[config.mk]
export PLATFORM = sky130hd
export DESIGN_NAME = blm_div
export DESIGN_NICKNAME = d
export VERILOG_FILES = /design/src/rtl/blm_pkg.sv /design/src/rtl/blm_div.sv
export SDC_FILE = /design/constraint.sdc
export NUM_CORES = 1
export LEC_CHECK = 0
export BUFFER_PORTS_ARGS = -buffer_cell sky130_fd_sc_hd__buf_2
export CAP_MARGIN = 20
export CORE_UTILIZATION = 57
export DETAILED_ROUTE_END_ITERATION = 7
export PLACE_DENSITY = 0.75
export SKIP_CTS_REPAIR_TIMING = 1
export SYNTH_ARGS = -nofsm -noshare
export SYNTH_HDL_FRONTEND = slang
export SYNTH_SLANG_ARGS = --single-unit
[constraint.sdc]
create_clock -name clk -period 13.5 [get_ports clk]
set_clock_uncertainty 0.2 [all_clocks]
set_input_delay 2.025 -clock clk [delete_from_list [all_inputs] [get_ports clk]]
set_output_delay 2.025 -clock clk [all_outputs]
set_load 0.02 [all_outputs]
[src/rtl/blm_pkg.sv]
// ----------------------------------------------------------------------------
// blm_pkg
// Types, constants and helper functions shared by the line minimizer blocks.
// ----------------------------------------------------------------------------
package blm_pkg;

  localparam int VALUE_W = 32;
  localparam int WIDE_W  = 64;
  localparam int MUL_B_W = 33;
  localparam int PROD_W  = 97;
  localparam int QUOT_W  = 32;
  localparam int DIV_STEPS = 32;

  typedef logic signed [VALUE_W-1:0] val_t;
  typedef logic signed [WIDE_W-1:0]  wide_t;

  localparam val_t  VAL_MAX  = 32'sh7fff_ffff;
  localparam val_t  VAL_MIN  = 32'sh8000_0000;
  localparam wide_t WIDE_MAX = 64'sh7fff_ffff_ffff_ffff;
  localparam wide_t WIDE_MIN = 64'sh8000_0000_0000_0000;

  // 0.381966 in Q0.32
  localparam logic [MUL_B_W-1:0] GOLDEN_Q32 = 33'd1640531478;

  localparam logic CMD_START  = 1'b0;
  localparam logic CMD_SAMPLE = 1'b1;

  typedef enum logic [1:0] {
    ST_CONVERGED  = 2'd0,
    ST_LIMIT      = 2'd1,
    ST_NO_BRACKET = 2'd2
  } status_t;

  typedef enum logic [1:0] {
    CFG_REL_TOL    = 2'd0,
    CFG_ABS_TOL    = 2'd1,
    CFG_ITER_LIMIT = 2'd2
  } cfg_idx_t;

  typedef enum logic {
    ALU_ADD,
    ALU_SUB
  } alu_op_t;

  typedef enum logic [1:0] {
    MP_IDLE,
    MP_LOW,
    MP_HIGH
  } mul_ph_t;

  typedef enum logic [5:0] {
    S_IDLE, S_LIMIT, S_REL, S_HALF, S_RHS, S_CONV,
    S_PA1, S_PA2, S_PA2W, S_PA3, S_PA4, S_PA4W, S_PA5, S_PA5W,
    S_PA6, S_PA6W, S_PA7, S_PA8, S_PA8W, S_PA9,
    S_AC1, S_AC1W, S_AC2, S_AC2W, S_AC3, S_AC3W,
    S_DIV, S_DIVW, S_UA, S_UB, S_UC, S_GOLD, S_GOLDW, S_FIN, S_EMIT
  } state_t;

  typedef struct packed {
    logic command;
    val_t end_one;
    val_t end_two;
    val_t middle_point;
    val_t value_end_one;
    val_t value_end_two;
    val_t value_middle;
    val_t sample_value;
  } blm_in_t;

  typedef struct packed {
    logic    finished;
    val_t    query_point;
    status_t status;
    val_t    final_lower;
    val_t    final_upper;
    val_t    best_point;
    val_t    best_value;
  } blm_out_t;

  typedef struct packed {
    logic               start;
    logic [WIDE_W-1:0]  a_mag;
    logic [MUL_B_W-1:0] b_mag;
    logic               neg;
  } mul_req_t;

  typedef struct packed {
    logic              start;
    logic [WIDE_W-1:0] dividend;
    logic [WIDE_W-1:0] divisor;
  } div_req_t;

  function automatic wide_t sext_v(val_t v);
    return {{(WIDE_W-VALUE_W){v[VALUE_W-1]}}, v};
  endfunction

  function automatic logic [WIDE_W-1:0] mag_w(wide_t v);
    return v[WIDE_W-1] ? (~v + 64'd1) : v;
  endfunction

  function automatic val_t clamp_v(wide_t v);
    if (v > sext_v(VAL_MAX)) return VAL_MAX;
    else if (v < sext_v(VAL_MIN)) return VAL_MIN;
    else return v[VALUE_W-1:0];
  endfunction

endpackage

[src/rtl/blm_div.sv]
// ----------------------------------------------------------------------------
// blm_div
// Restoring divider, one quotient bit per cycle, for quotients below 2^32.
// ----------------------------------------------------------------------------
module blm_div (
  input  logic                        clk,
  input  logic                        rst_n,
  input  blm_pkg::div_req_t           req,
  output logic                        done,
  output logic [blm_pkg::QUOT_W-1:0]  quotient
);
  import blm_pkg::*;

  localparam int DSR_W = WIDE_W + QUOT_W - 1;

  logic              busy_r, busy_nxt;
  logic              done_r, done_nxt;
  logic [4:0]        cnt_r, cnt_nxt;
  logic [WIDE_W-1:0] rem_r, rem_nxt;
  logic [DSR_W-1:0]  dsr_r, dsr_nxt;
  logic [QUOT_W-1:0] q_r, q_nxt;
  logic              ge;

  always_ff @(posedge clk) begin
    if (!rst_n) begin
      busy_r <= 1'b0;
      done_r <= 1'b0;
    end else begin
      busy_r <= busy_nxt;
      done_r <= done_nxt;
    end
  end

  always_ff @(posedge clk) begin
    cnt_r <= cnt_nxt;
    rem_r <= rem_nxt;
    dsr_r <= dsr_nxt;
    q_r   <= q_nxt;
  end

  always_comb begin
    busy_nxt = busy_r;
    done_nxt = 1'b0;
    cnt_nxt  = cnt_r;
    rem_nxt  = rem_r;
    dsr_nxt  = dsr_r;
    q_nxt    = q_r;
    ge       = {{(DSR_W-WIDE_W){1'b0}}, rem_r} >= dsr_r;
    if (busy_r) begin
      if (ge) rem_nxt = rem_r - dsr_r[WIDE_W-1:0];
      q_nxt   = {q_r[QUOT_W-2:0], ge};
      dsr_nxt = dsr_r >> 1;
      cnt_nxt = cnt_r + 5'd1;
      if (cnt_r == 5'(DIV_STEPS - 1)) begin
        busy_nxt = 1'b0;
        done_nxt = 1'b1;
      end
    end else if (req.start) begin
      busy_nxt = 1'b1;
      cnt_nxt  = '0;
      rem_nxt  = req.dividend;
      dsr_nxt  = {req.divisor[DSR_W-QUOT_W:0], {(QUOT_W-1){1'b0}}};
      q_nxt    = '0;
    end
  end

  assign done     = done_r;
  assign quotient = q_r;

endmodule

Yosys cells after proc, flatten, opt, wreduce, memory -nomap -nowiden
Index checks and enable logic that the tools add are counted.
{"block": "totals", "register_bits": 198, "output_inout_bits": 33, "inputBits": 131, "elab_cells": 28}
{"block": "classes", "muxes": 13, "n_eq_ne": 2, "n_addsub": 2, "n_lt_le_gt_ge": 1, "reduce_logical": 3}
{"op": "two-way mux 64 bit", "n": 3}
{"op": "two-way mux 94 bit", "n": 2}
{"op": ">= comparator 64 x 95 -> 1 bit", "n": 1}
{"op": "two-way mux 32 bit", "n": 2}
{"op": "subtractor 64 bit", "n": 1}
{"op": "two-way mux 5 bit", "n": 2}
{"op": "adder 5 x 1 -> 5 bit (second input constant)", "n": 1}
{"op": "== test 5 bit (second input constant)", "n": 1}
{"op": "two-way mux 1 bit", "n": 4}
{"op": "AND reduction 2 bit", "n": 2}
{"op": "!= test 2 x 1 -> 1 bit (second input constant)", "n": 1}
{"op": "nonzero test 2 bit", "n": 1}

Depth between registers and ports, before layout
{"block": "depth", "ltp_word": 3, "ltp_mapped": 14}

Least setup slack after synthesis
Ideal clock, no wire load.
{"block": "synth_timing", "path_type": "reg2reg", "startpoint": "reg rem_r[17]", "endpoint": "reg rem_r[0] (enable)", "setup_ps": 421, "t_arrival_ps": 3744, "required_ps": 12879, "path_buffers": 1, "synth_period_minus_slack_ps": 4365, "setup_slack_ps": 9135, "stages_incl_launch_ff": 12, "path_cell_list": "edfxtp_1 ha_1 clkbuf_1 nand2_1 a2111oi_0 o31ai_1 a211oi_1 o21ai_2 o211a_1 nor3b_1 o31a_1 a21o_1"}
{"block": "synth_between", "elab_chain_len": 3}
{"item": "from (decl)", "line_no": "blm_div.sv:19", "source": "logic [WIDE_W-1:0] rem_r, rem_nxt;"}
{"item": "from (signal assigned)", "line_no": "blm_div.sv:36", "source": "rem_r <= rem_nxt;"}
{"item": ">= comparator 64 x 95 -> 1 bit", "line_no": "blm_div.sv:48", "source": "ge = {{(DSR_W-WIDE_W){1'b0}}, rem_r} >= dsr_r;"}
{"item": "!= test 2 x 1 -> 1 bit (no line)"}
{"item": "AND reduction 2 bit (no line)"}
No other way between the ends.
A chain may end at the register's enable or synchronous reset.

Worst setup path after layout
{"block": "layout_timing", "startpoint": "reg rem_r[13]", "endpoint": "reg rem_r[24] (enable)"}
Same word-level chain as after synthesis.

==> impl_metrics.toml <==
[sta]
min_period_ns = 4.34
maxSlewViolCount = 0
finalHoldViolCount = 0
min_period_over_period = 0.322
max_slew_margin = 0.287
setup_viol = 0
fmax_mhz = 230
tightest_slew_ns = 1.07
fin_tns_setup_ns = 0
rsz0062_at_grt = "false"

[place]
dp_hpwl_um = 18600
io_buffers = 163
globalplace.congestion = 0.916

[pwr]
swShare = 0.324
sequentialPowerShare = 0.430
power_density_nw_per_um2 = 135
ir_worst_vdd_v = 0.0000918
internal_power_uw = 1240
switching_power_uw = 592
clkPwrFrac = 0.280
p_leak_uw = 0.00554
power_uw = 1830
combPwrFrac = 0.290

[global_route]
grt_max_degree = 104
use_met2 = 0.390
grt_overflow_total = 0
gr-usage-met1 = 0.337
grt_usage = 0.247
grtUsageMet3 = 0.0641
grt_pass1_wl_um = 41700
antenna_found_initial = 3
gr-max-usage-layer = "met2"
grt_pass1_vias = 8360

[routing]
vias = 8534
firstDrtPassIters = 5
drt-initial-drc-count = 623
drtAntennaViolNets = 0
wirelength_um = 26000
remaining_drc_errors = 0
routedWlPerCell_um = 17.4
vias_per_cell = 5.72

[floorplan]
die_w_um = 146
io_pins = 164
floorplan.initialDensity = 0.584
row_count = 52
die_area_um2 = 21500
core_region_area_um2 = 20400
die_h_um = 146

[layout]
final_nets = 1406
final_cell_mix = "edfxtp_1, buf_2, mux2_2, a21oi_1, inv_1"
area_growth_pct = 13.8
nFillCells = 1602
regArea_um2 = 5920
final_layout_size_suffix_gt1_frac = 0.274
multi_input_area_um2 = 5510
final_common_cell = "edfxtp_1"

[clocking]
clk-insertion-delay-late_ns = 0.45
numCtsBuffers = 17
root_buffer = "clkbuf_16"
h-tree-depth = 4
cts_buffer_depth = 2
cts_tree = "built"
cts_sinks = 198
cts.clk_slew.worst_paths_ns = 0.08

[synthesis]
avgSynthCellArea_um2 = 11.2
yosys.area_share.simple = 0.108
synth_compound_area_frac = 0.126
async_flop_share = 0
yosys.area.top_type = "edfxtp_1"
yosys-top-cells-area = "edfxtp_1, mux2_2, ha_1"
ys_ff_latch = 198
syn_area_um2 = 11900
synth_top_family_by_area = "compound AO/OA/AOI/OAI gates"
muxShareOfSynthArea = 0.112
yosys.area.top_type_share = 0.492
synth_edf_count = 195
synth_cells = 1065
synth_nets = 1263
synthAdderAreaFrac = 0.0711
synth-xor-area-share = 0.0456
synth-main-ff-cell = "edfxtp_1"
synth-seq-area-share = 0.497
yosys_warnings = 0
yosys.cell_types.count = 65

[worst_hold_path]
worstHoldPathType = "reg -> reg"

[critical_path]
path_class = "reg -> reg"
crit_fanout = 64
cp.required_ns = 13.35
cp-start-kind = "register"
crit_arrival_ns = 4.20
worst_setup_path_end_kind = "register"

[job]
cap_violations = 0

[run_status]
status = "complete, no violations"
## synthesized netlist by cell type, types with 9 or more instances
library cell	number
inv_1	81
a21oi_1	86
o21ai_1	27
nor2_1	77
mux2_2	117
nor4_1	9
nor3_1	9
nand2_1	62
and3_1	10
o21ai_0	18
edfxtp_1	195
xnor2_1	42
xor2_1	20
clkbuf_1	36
nand4_1	21
and2_1	36
o21bai_1	15
a21o_1	31
ha_1	66
## logic make-up after synthesis
family | after synthesis
buffers and inverters | 126
xor gates and xnor gates | 62
DFF | 198
adders and majority gates | 67
muxes | 118
and+or+nand+nor | 260
AOI/OAI and AO/OA | 234
## state kept, by name, summed over array words and instances, names as in the netlist
signal and cells:
cnt_r 5, dsr_r 95, busy_r 1, quotient 32, done 1, rem_r 64
## stage by stage
stage                     hold WS [ns]  utilization  setup WS (ns)  instances  area, um^2
final                            0.352        0.665           9.16       1492       13500
after global routing             0.369        0.665           8.81       1491       13500
after detailed placement         0.338        0.634           9.11       1458       12900
after CTS                        0.354        0.664           9.19       1490       13500
after floorplan                  0.278            -           9.14       1065       11900
after global placement           0.315        0.634           9.14       1458       12900
## critical path, stage by stage (launching register included)
cell and delay [ns]:
edfxtp_1 0.38, ha_1 0.44, nand4_1 0.14, a2111oi_0 0.41, o31ai_1 0.22, a211oi_1 0.43, o21ai_2 0.25, o211a_1 0.29
nor3b_1 0.19, o31a_1 0.16, a21o_2 0.09, buf_4 0.72
## final timing paths
check	slack, ns	depth (start not counted)	start	to
max	9.16	11	rem_r[13]	rem_r[24]
min	0.35	1	quotient[5]	quotient[6]
max reg2reg	9.16	11	rem_r[13]	rem_r[24]
min reg2reg	0.35	1	quotient[5]	quotient[6]
## power groups by stage
stage / sequential [uW] / clock [uW] / combinational (uW)
floorplan: 797 / 0 / 395
global placement: 797 / 0 / 514
detailed placement: 800 / 0 / 520
CTS: 787 / 519 / 525
global route: 793 / 540 / 584
finish: 786 / 512 / 531
## layout make-up
| class | instances | area share |
|---|---|---|
| multi-input combinational | 741 | 0.406 |
| timing repair buffer | 167 | 0.0639 |
| inverter | 83 | 0.0230 |
| clock buffer | 17 | 0.0314 |
| antenna | 1 | 0.000185 |
| sequential | 198 | 0.437 |
| tap | 270 | 0.0249 |
| clock inverter | 15 | 0.0132 |
## routing by layer
metal,vias up,part of all wire
met4,4,0.015
met1,4040,0.46
li1,4203,-
met5,-,0.00096
met2,250,0.45
met3,37,0.066
No activity file was read; power rests on OpenSTA's default activity.
