[src/rtl/blm_pkg.sv]
// ----------------------------------------------------------------------------
// blm_pkg
// Types, constants and helper functions shared by the line minimizer blocks.
// ----------------------------------------------------------------------------
package blm_pkg;

  localparam int VALUE_W = 32;
  localparam int WIDE_W  = 64;
  localparam int MUL_B_W = 33;
  localparam int PROD_W  = 97;
  localparam int QUOT_W  = 32;
  localparam int DIV_STEPS = 32;

  typedef logic signed [VALUE_W-1:0] val_t;
  typedef logic signed [WIDE_W-1:0]  wide_t;

  localparam val_t  VAL_MAX  = 32'sh7fff_ffff;
  localparam val_t  VAL_MIN  = 32'sh8000_0000;
  localparam wide_t WIDE_MAX = 64'sh7fff_ffff_ffff_ffff;
  localparam wide_t WIDE_MIN = 64'sh8000_0000_0000_0000;

  // 0.381966 in Q0.32
  localparam logic [MUL_B_W-1:0] GOLDEN_Q32 = 33'd1640531478;

  localparam logic CMD_START  = 1'b0;
  localparam logic CMD_SAMPLE = 1'b1;

  typedef enum logic [1:0] {
    ST_CONVERGED  = 2'd0,
    ST_LIMIT      = 2'd1,
    ST_NO_BRACKET = 2'd2
  } status_t;

  typedef enum logic [1:0] {
    CFG_REL_TOL    = 2'd0,
    CFG_ABS_TOL    = 2'd1,
    CFG_ITER_LIMIT = 2'd2
  } cfg_idx_t;

  typedef enum logic {
    ALU_ADD,
    ALU_SUB
  } alu_op_t;

  typedef enum logic [1:0] {
    MP_IDLE,
    MP_LOW,
    MP_HIGH
  } mul_ph_t;

  typedef enum logic [5:0] {
    S_IDLE, S_LIMIT, S_REL, S_HALF, S_RHS, S_CONV,
    S_PA1, S_PA2, S_PA2W, S_PA3, S_PA4, S_PA4W, S_PA5, S_PA5W,
    S_PA6, S_PA6W, S_PA7, S_PA8, S_PA8W, S_PA9,
    S_AC1, S_AC1W, S_AC2, S_AC2W, S_AC3, S_AC3W,
    S_DIV, S_DIVW, S_UA, S_UB, S_UC, S_GOLD, S_GOLDW, S_FIN, S_EMIT
  } state_t;

  typedef struct packed {
    logic command;
    val_t end_one;
    val_t end_two;
    val_t middle_point;
    val_t value_end_one;
    val_t value_end_two;
    val_t value_middle;
    val_t sample_value;
  } blm_in_t;

  typedef struct packed {
    logic    finished;
    val_t    query_point;
    status_t status;
    val_t    final_lower;
    val_t    final_upper;
    val_t    best_point;
    val_t    best_value;
  } blm_out_t;

  typedef struct packed {
    logic               start;
    logic [WIDE_W-1:0]  a_mag;
    logic [MUL_B_W-1:0] b_mag;
    logic               neg;
  } mul_req_t;

  typedef struct packed {
    logic              start;
    logic [WIDE_W-1:0] dividend;
    logic [WIDE_W-1:0] divisor;
  } div_req_t;

  function automatic wide_t sext_v(val_t v);
    return {{(WIDE_W-VALUE_W){v[VALUE_W-1]}}, v};
  endfunction

  function automatic logic [WIDE_W-1:0] mag_w(wide_t v);
    return v[WIDE_W-1] ? (~v + 64'd1) : v;
  endfunction

  function automatic val_t clamp_v(wide_t v);
    if (v > sext_v(VAL_MAX)) return VAL_MAX;
    else if (v < sext_v(VAL_MIN)) return VAL_MIN;
    else return v[VALUE_W-1:0];
  endfunction

endpackage

[src/rtl/blm_mul.sv]
// ----------------------------------------------------------------------------
// blm_mul
// Shared magnitude multiplier, 64 x 33 bits in two 32 x 33 passes, with
// signed saturation of the product to 64 bits.
// ----------------------------------------------------------------------------
module blm_mul (
  input  logic                        clk,
  input  logic                        rst_n,
  input  blm_pkg::mul_req_t           req,
  output logic                        done,
  output logic [blm_pkg::PROD_W-1:0]  prod,
  output blm_pkg::wide_t              result
);
  import blm_pkg::*;

  mul_ph_t             ph_r, ph_nxt;
  logic                done_r, done_nxt;
  logic [WIDE_W-1:0]   a_r, a_nxt;
  logic [MUL_B_W-1:0]  b_r, b_nxt;
  logic                neg_r, neg_nxt;
  logic [PROD_W-1:0]   acc_r, acc_nxt;
  logic [31:0]         half;
  logic [MUL_B_W+31:0] part;
  logic [PROD_W-1:0]   lim;
  logic [WIDE_W-1:0]   sat_mag;

  always_ff @(posedge clk) begin
    if (!rst_n) begin
      ph_r   <= MP_IDLE;
      done_r <= 1'b0;
    end else begin
      ph_r   <= ph_nxt;
      done_r <= done_nxt;
    end
  end

  always_ff @(posedge clk) begin
    a_r   <= a_nxt;
    b_r   <= b_nxt;
    neg_r <= neg_nxt;
    acc_r <= acc_nxt;
  end

  always_comb begin
    ph_nxt   = ph_r;
    done_nxt = 1'b0;
    a_nxt    = a_r;
    b_nxt    = b_r;
    neg_nxt  = neg_r;
    acc_nxt  = acc_r;
    half     = (ph_r == MP_HIGH) ? a_r[WIDE_W-1:32] : a_r[31:0];
    part     = half * b_r;
    unique case (ph_r)
      MP_IDLE: begin
        if (req.start) begin
          a_nxt   = req.a_mag;
          b_nxt   = req.b_mag;
          neg_nxt = req.neg;
          ph_nxt  = MP_LOW;
        end
      end
      MP_LOW: begin
        acc_nxt = {32'b0, part};
        ph_nxt  = MP_HIGH;
      end
      MP_HIGH: begin
        acc_nxt  = acc_r + {part, 32'b0};
        done_nxt = 1'b1;
        ph_nxt   = MP_IDLE;
      end
      default: ph_nxt = MP_IDLE;
    endcase
  end

  // limit is 2^63 for a negative product, 2^63-1 otherwise
  always_comb begin
    lim     = neg_r ? {33'b0, 64'h8000_0000_0000_0000} : {33'b0, 64'h7fff_ffff_ffff_ffff};
    sat_mag = (acc_r > lim) ? lim[WIDE_W-1:0] : acc_r[WIDE_W-1:0];
    result  = neg_r ? wide_t'(~sat_mag + 64'd1) : wide_t'(sat_mag);
  end

  assign done = done_r;
  assign prod = acc_r;

endmodule

[config.mk]
export PLATFORM = sky130hd
export DESIGN_NAME = blm_mul
export DESIGN_NICKNAME = d
export VERILOG_FILES = /design/src/rtl/blm_pkg.sv /design/src/rtl/blm_mul.sv
export SDC_FILE = /design/constraint.sdc
export NUM_CORES = 2
export LEC_CHECK = 0
export BUFFER_PORTS_ARGS = -buffer_cell sky130_fd_sc_hd__buf_4
export CORE_ASPECT_RATIO = 0.7
export CORE_MARGIN = 8
export CORE_UTILIZATION = 30
export CTS_CLUSTER_SIZE = 10
export DETAILED_ROUTE_END_ITERATION = 12
export HOLD_SLACK_MARGIN = 0.05
export PLACE_DENSITY = 0.55
export SYNTH_ARGS = -nofsm -noshare
export SYNTH_HDL_FRONTEND = slang
export SYNTH_SLANG_ARGS = --single-unit
[constraint.sdc]
create_clock -name clk -period 24.4 [get_ports clk]
set_input_delay 3.66 -clock clk [delete_from_list [all_inputs] [get_ports clk]]
set_output_delay 3.66 -clock clk [all_outputs]
set_load 0.05 [all_outputs]
**Word-level counts from Yosys, hierarchy flattened**

Cells that the tools add are included.

- Register bits after elaboration: 198
- Input port bits: 101
- Output and inout bits: 162
- Word-level logic and storage cells: 25

- $add $sub $neg: 2
- Multipliers: 1
- Order comparisons: 1
- Equality and inequality tests: 3
- Muxes and demuxes: 8
- Bitwise gates (word level): 1
- Reductions and logical operators: 3

Operators by type and width:

| operator | count |
|---|---|
| one-hot mux 97 bit (2 select lines) | 1 |
| two-way mux 64 bit | 3 |
| adder 97 bit | 1 |
| > comparator 97 x 64 -> 1 bit | 1 |
| multiplier 32 x 33 -> 65 bit | 1 |
| adder 64 x 1 -> 64 bit, second input constant | 1 |
| NOT 64 bit | 1 |
| two-way mux 32 bit | 1 |
| one-hot mux 2 bit (2 select lines) | 1 |
| == test 2 x 1 -> 1 bit, second input constant | 1 |
| == test 2 bit, second input constant | 1 |
| logical NOT 2 bit | 1 |
| two-way mux 2 bit | 1 |
| inequality test 2 bit, second input constant | 1 |
| AND reduction 2 bit | 1 |
| nonzero test 2 bit | 1 |
| two-way mux 1 bit | 1 |

**Longest topological paths before layout**

- Word-level depth: 6
- Gate-level depth with buffers: 48
- Gate-level depth less buffers: 44

**Worst setup path before layout**

OpenSTA, ideal clock, no wires.

- Path kind: register -> output
- Start point: register neg_r
- End point: output result[32]
- Arrival time: 7.309 ns
- Slack: 13.431 ns
- Stages on the path, launching flop included: 25
- Cell sequence: edfxtp_1 clkbuf_1 clkinv_1 clkbuf_1 ha_1 nand4b_1 nor4_1 and3_1 and4_1 clkbuf_1 inv_1 nand2_1 buf_2 clkbuf_1 nor2_1 a21oi_1 ha_1 clkbuf_1 nand3_1 or3b_2 a21o_1 and2_1 a21oi_1 a21oi_1 o31ai_1

- Word-level cells in the longest chain between the ends: 6

Ends and longest elaborated chain:

| what | line | source |
|---|---|---|
| from (decl) | blm_mul.sv:20 | `logic neg_r, neg_nxt;` |
| from (signal assigned) | blm_mul.sv:40 | `neg_r <= neg_nxt;` |
| two-way mux 64 bit | blm_mul.sv:77 | `lim = neg_r ? {33'b0, 64'h8000_0000_0000_0000} : {33'b0, 64'h7fff_ffff_ffff_ffff};` |
| > comparator 97 x 64 -> 1 bit | blm_mul.sv:78 | `sat_mag = (acc_r > lim) ? lim[WIDE_W-1:0] : acc_r[WIDE_W-1:0];` |
| two-way mux 64 bit | blm_mul.sv:78 |  |
| NOT 64 bit | blm_mul.sv:79 | `result = neg_r ? wide_t'(~sat_mag + 64'd1) : wide_t'(sat_mag);` |
| adder 64 x 1 -> 64 bit | blm_mul.sv:79 |  |
| two-way mux 64 bit * | blm_mul.sv:79 |  |
| to (decl) | blm_mul.sv:12 | `output blm_pkg::wide_t result` |

Every way passes the cells marked *; elsewhere a longest branch is shown, timed or not.

**Worst setup path in the final report**

- Start point: register ph_r[0]
- End point: register acc_r[96], in the netlist prod[96], data pin

- Word-level cells in the longest chain between the ends: 5
- Elaborated cells between the ends (all ways): 6
- Classes of those cells: 1 x add/sub; 1 x mul; 2 x eq/ne; 2 x mux

Ends and longest elaborated chain:

| what | line | source |
|---|---|---|
| from (decl) | blm_mul.sv:16 | `mul_ph_t ph_r, ph_nxt;` |
| from (signal assigned) | blm_mul.sv:32 | `ph_r <= ph_nxt;` |
| == test 2 bit | blm_mul.sv:51, blm_mul.sv:53 |  |
| two-way mux 32 bit | blm_mul.sv:51 | `half = (ph_r == MP_HIGH) ? a_r[WIDE_W-1:32] : a_r[31:0];` |
| multiplier 32 x 33 -> 65 bit | blm_mul.sv:52 | `part = half * b_r;` |
| adder 97 bit | blm_mul.sv:67 | `acc_nxt = acc_r + {part, 32'b0};` |
| one-hot mux 97 bit (2 select lines) * | blm_mul.sv:53 | `unique case (ph_r)` |
| to (signal assigned) | blm_mul.sv:41 | `acc_r <= acc_nxt;` |
| to (decl) | blm_mul.sv:21 | `logic [PROD_W-1:0] acc_r, acc_nxt;` |

Marks and branches as above.
A chain may end at the register's enable or synchronous reset.

==> impl_results.md <==
* Post-DR wirelength/cell at 20.5 um
* Source-to-sink clock delay at the later pin of the worst-skew pair at 0.57 ns
* Fin crit period at 13.29 ns
* Flops & latches, synth at 198
* Arrival time of data at the critical path endpoint at around 14 ns
* Met2 Wirelength at a little under 70000 um
* Most frequently used flop master after synthesis: edfxtp_1
* Num CTS Buffers at 17
* GRT Residual Overflow at 0
* Final worst path period share at a little over half
* Highest-delay cell along the critical path: a211oi_1
* Maximum number of pins on one net before global-route repair at 88
* Number of placement rows at 123
* Highest cell delay on the worst timing path at 1.03 ns
* Clock root cell: clkbuf_16
* Max-capacitance violation count at 0
* Post-placement cell count at 7431
* Number of enable flip-flop cells after synthesis at 195
* Mean instance size in the synthesized netlist at 9.21 um^2
* Via count normalized by instance count at 5.01
* Via count of the first global-routing pass at 39200
* Port Buf Inserts at 262
* Detailed-placement wirelength estimate at 122000 um
* Summed negative setup slack over all endpoints at 0 ns
* Count of final max-slew check failures at 0
* Top cell type's share of synthesized area at 38.3%
* Number of endpoints with negative hold slack in the final report at 0
* Startpoint type of the worst setup path: register
* Highest routed layer: met5
* Placeable core area at 0.161 mm^2
* GR Util All Layers at between 10% and 20%
* Worst setup path category: register to register
* Hold WC Path Type: register to register
* Count of buffering cells on the critical path with inverters included at 9
* Placer congestion estimate at 0.928
* Instance area after placement at 0.0525 mm^2
* Clock-pin slew on the worst setup and hold paths at 0.09 ns
* Number of antenna violations at the first check in global routing at 15
* Number of top-level design ports at around 260
* Transition time at the pin with the least slew margin at 1.22 ns
* Combined area of all synthesized cells at 0.0484 mm^2
* FILL cells at 16600
* Die Area at 0.175 mm^2
* Post-synth cell types at 82
* Setup repair after global routing missed its margin: false
* Top post-synthesis cells by area: fa_1 38%, edfxtp_1 12%, ha_1 10%
* Initial core utilization at 30.2%
* Number of post-CTS setup repair buffers at 0
* Number of DRC markers in iteration 0 at 2965
* Cell type with the highest aggregate area in the netlist: fa_1
* Worst slack on hold paths at 0.559 ns
* Max-slew headroom at the worst pin at 18.1%
* Yosys synthesis warning count at 0
* Max frequency at 75.2 MHz
* Crit end category: register
* Multi-input combinational cell area at ~0.038 mm^2
* Post-route clock skew at 0.0319 ns
* Maximum fanout encountered on the critical timing path at 42
* Number of buffers inserted for hold repair after clock tree synthesis at 0
* TritonCTS clock tree: yes
* Net count after synthesis at 6689
* Area taken by flip-flops and latches at 0.00592 mm^2
* Worst Hold Launch: ph_r[0]
* Startpoint of the worst register-to-register path: ph_r[0]
* Status: completed
* Post-layout instance count excluding filler cells at 7471
* DR pass1 iterations at 6
* Portion of the post-synthesis area used by sequential elements at 12.2%
* Number of nets in the final layout at around 6800
* Overall via count from detail_route at 37400
* Remaining antenna violation count at 0
* Post-synthesis instance total at 5261
* Horiz. Die Dim at 496 um
* Global-route wire length before repair at 238000 um
* Req. time, crit path at roughly 25 ns
* Share of flip-flops with an asynchronous set or reset at 0%
* Post-route standard cell area excluding fillers at 0.0530 mm^2
* Post-Route WL at around 150000 um
* Clk buf depth at 2
* M1 wire length at 68700 um
* Die height at approximately 350 um
* CTS-repair resized insts at 0
* Category of cells accounting for the largest share of critical-path delay: adder cells
* Layout cells sized above 1 at 8.15%
* Final setup violation count at 0
* Level count of the clock H-tree at 4
* Number of clock sinks at 198
* Metal3 WL at 12900 um
* Post-detailed-route DRC marker count at 0
* Critical Path Start: ph_r[0]
* Layout Area Growth over Synthesis at 9.49%
layout make-up:
| type | instances | share of cell area [%] |
|---|---|---|
| multi-input cells | 3807 | 71.3 |
| flip-flops and latches | 198 | 11.2 |
| inverters | 983 | 6.96 |
| well taps | 2125 | 5.01 |
| repair buffers | 318 | 4.50 |
| clock buffers | 18 | 0.809 |
| clock inverters | 12 | 0.191 |
| diodes | 10 | 0.0472 |
through the flow:
stage	setup WS, ns	util (%)
detailed placement	11.52	32.7
global route	10.71	33.0
finish	11.11	33.0
global placement	11.63	32.7
CTS	11.47	33.0
floorplan	13.43	-
cells by family (layout without fill, tap and decap cells):
family,count (synthesis),after routing,share of synthesized area [%]
multiplexers,62,62,1.41
buffers and inverters,1256,1331,9.75
other,0,10,0
XOR/XNOR,128,128,2.31
flip-flops,198,198,12.2
adder cells (fa/ha/maj),1327,1327,48.7
AND/OR/NAND/NOR,1638,1638,16.8
AO/OA/AOI/OAI,652,652,8.85
worst reg2reg max path, delay by kind of cell, from the launching register on:
kind                       cells  cell delay [ns]
adders and majority gates     11             5.12
AOI/OAI and AO/OA             11             3.43
and+or+nand+nor                6             1.46
buffers and inverters          9             1.16
muxes                          1             0.92
xor gates and xnor gates       1             0.77
DFF                            1             0.33
registers in the layout (all words and copies together) (netlist names):
name,cells
prod,97
neg_r,1
done,1
b_r,33
ph_r,2
a_r,64
final timing paths:
kind / end / slack, ns / cells after the start
worst max-delay path: prod[96] / 11.11 / 39
worst min-delay path: ph_r[0] / 0.56 / 2
worst max register to register: prod[96] / 11.11 / 39
worst min register to register: ph_r[0] / 0.56 / 2
layout by cell type, fill, tap and decap left out, types with 21 or more instances in the layout:
| cell | synthesis | routed |
|---|---|---|
| a21o_1 | 112 | 112 |
| a21oi_1 | 184 | 184 |
| a31oi_1 | 22 | 22 |
| and2_1 | 542 | 541 |
| buf_4 | 0 | 318 |
| edfxtp_1 | 195 | 195 |
| fa_1 | 927 | 927 |
| ha_1 | 400 | 398 |
| inv_1 | 982 | 981 |
| mux2_2 | 49 | 49 |
| nand2_1 | 669 | 668 |
| nand3_1 | 38 | 38 |
| nand4_1 | 47 | 47 |
| nor2_1 | 148 | 147 |
| nor3_1 | 54 | 54 |
| nor4_1 | 26 | 26 |
| o21ai_0 | 123 | 123 |
| o21bai_1 | 23 | 23 |
| or3_1 | 21 | 21 |
| xnor2_1 | 81 | 81 |
| xor2_1 | 47 | 47 |
Yosys cell counts (5+ instances only):
master	count
inv_1	982
fa_1	927
nand2_1	669
and2_1	542
ha_1	400
clkbuf_1	256
edfxtp_1	195
a21oi_1	184
nor2_1	148
o21ai_0	123
a21o_1	112
xnor2_1	81
nor3_1	54
mux2_2	49
nand4_1	47
xor2_1	47
nand3_1	38
nor4_1	26
o21bai_1	23
a31oi_1	22
or3_1	21
o22ai_1	20
a211oi_1	19
nand2b_1	19
nor2b_1	19
o21a_1	19
and3_1	16
o211ai_1	15
o31ai_1	14
or2_2	14
mux2i_1	13
buf_1	12
a221oi_1	7
a22oi_1	6
nor3b_1	6
o31a_1	6
a2bb2oi_1	5
and4_1	5
o2111ai_1	5
layer usage:
layer  GRT usage (%)  vias up
li1                -    16600
met1            24.8    19300
met2            26.6     1346
met3            4.43      208
met4            5.12        2
met5               0        -
Power is left out: the tool's default activity adds up to more than one toggle a clock period on the data nets, which glitch-free logic cannot reach.
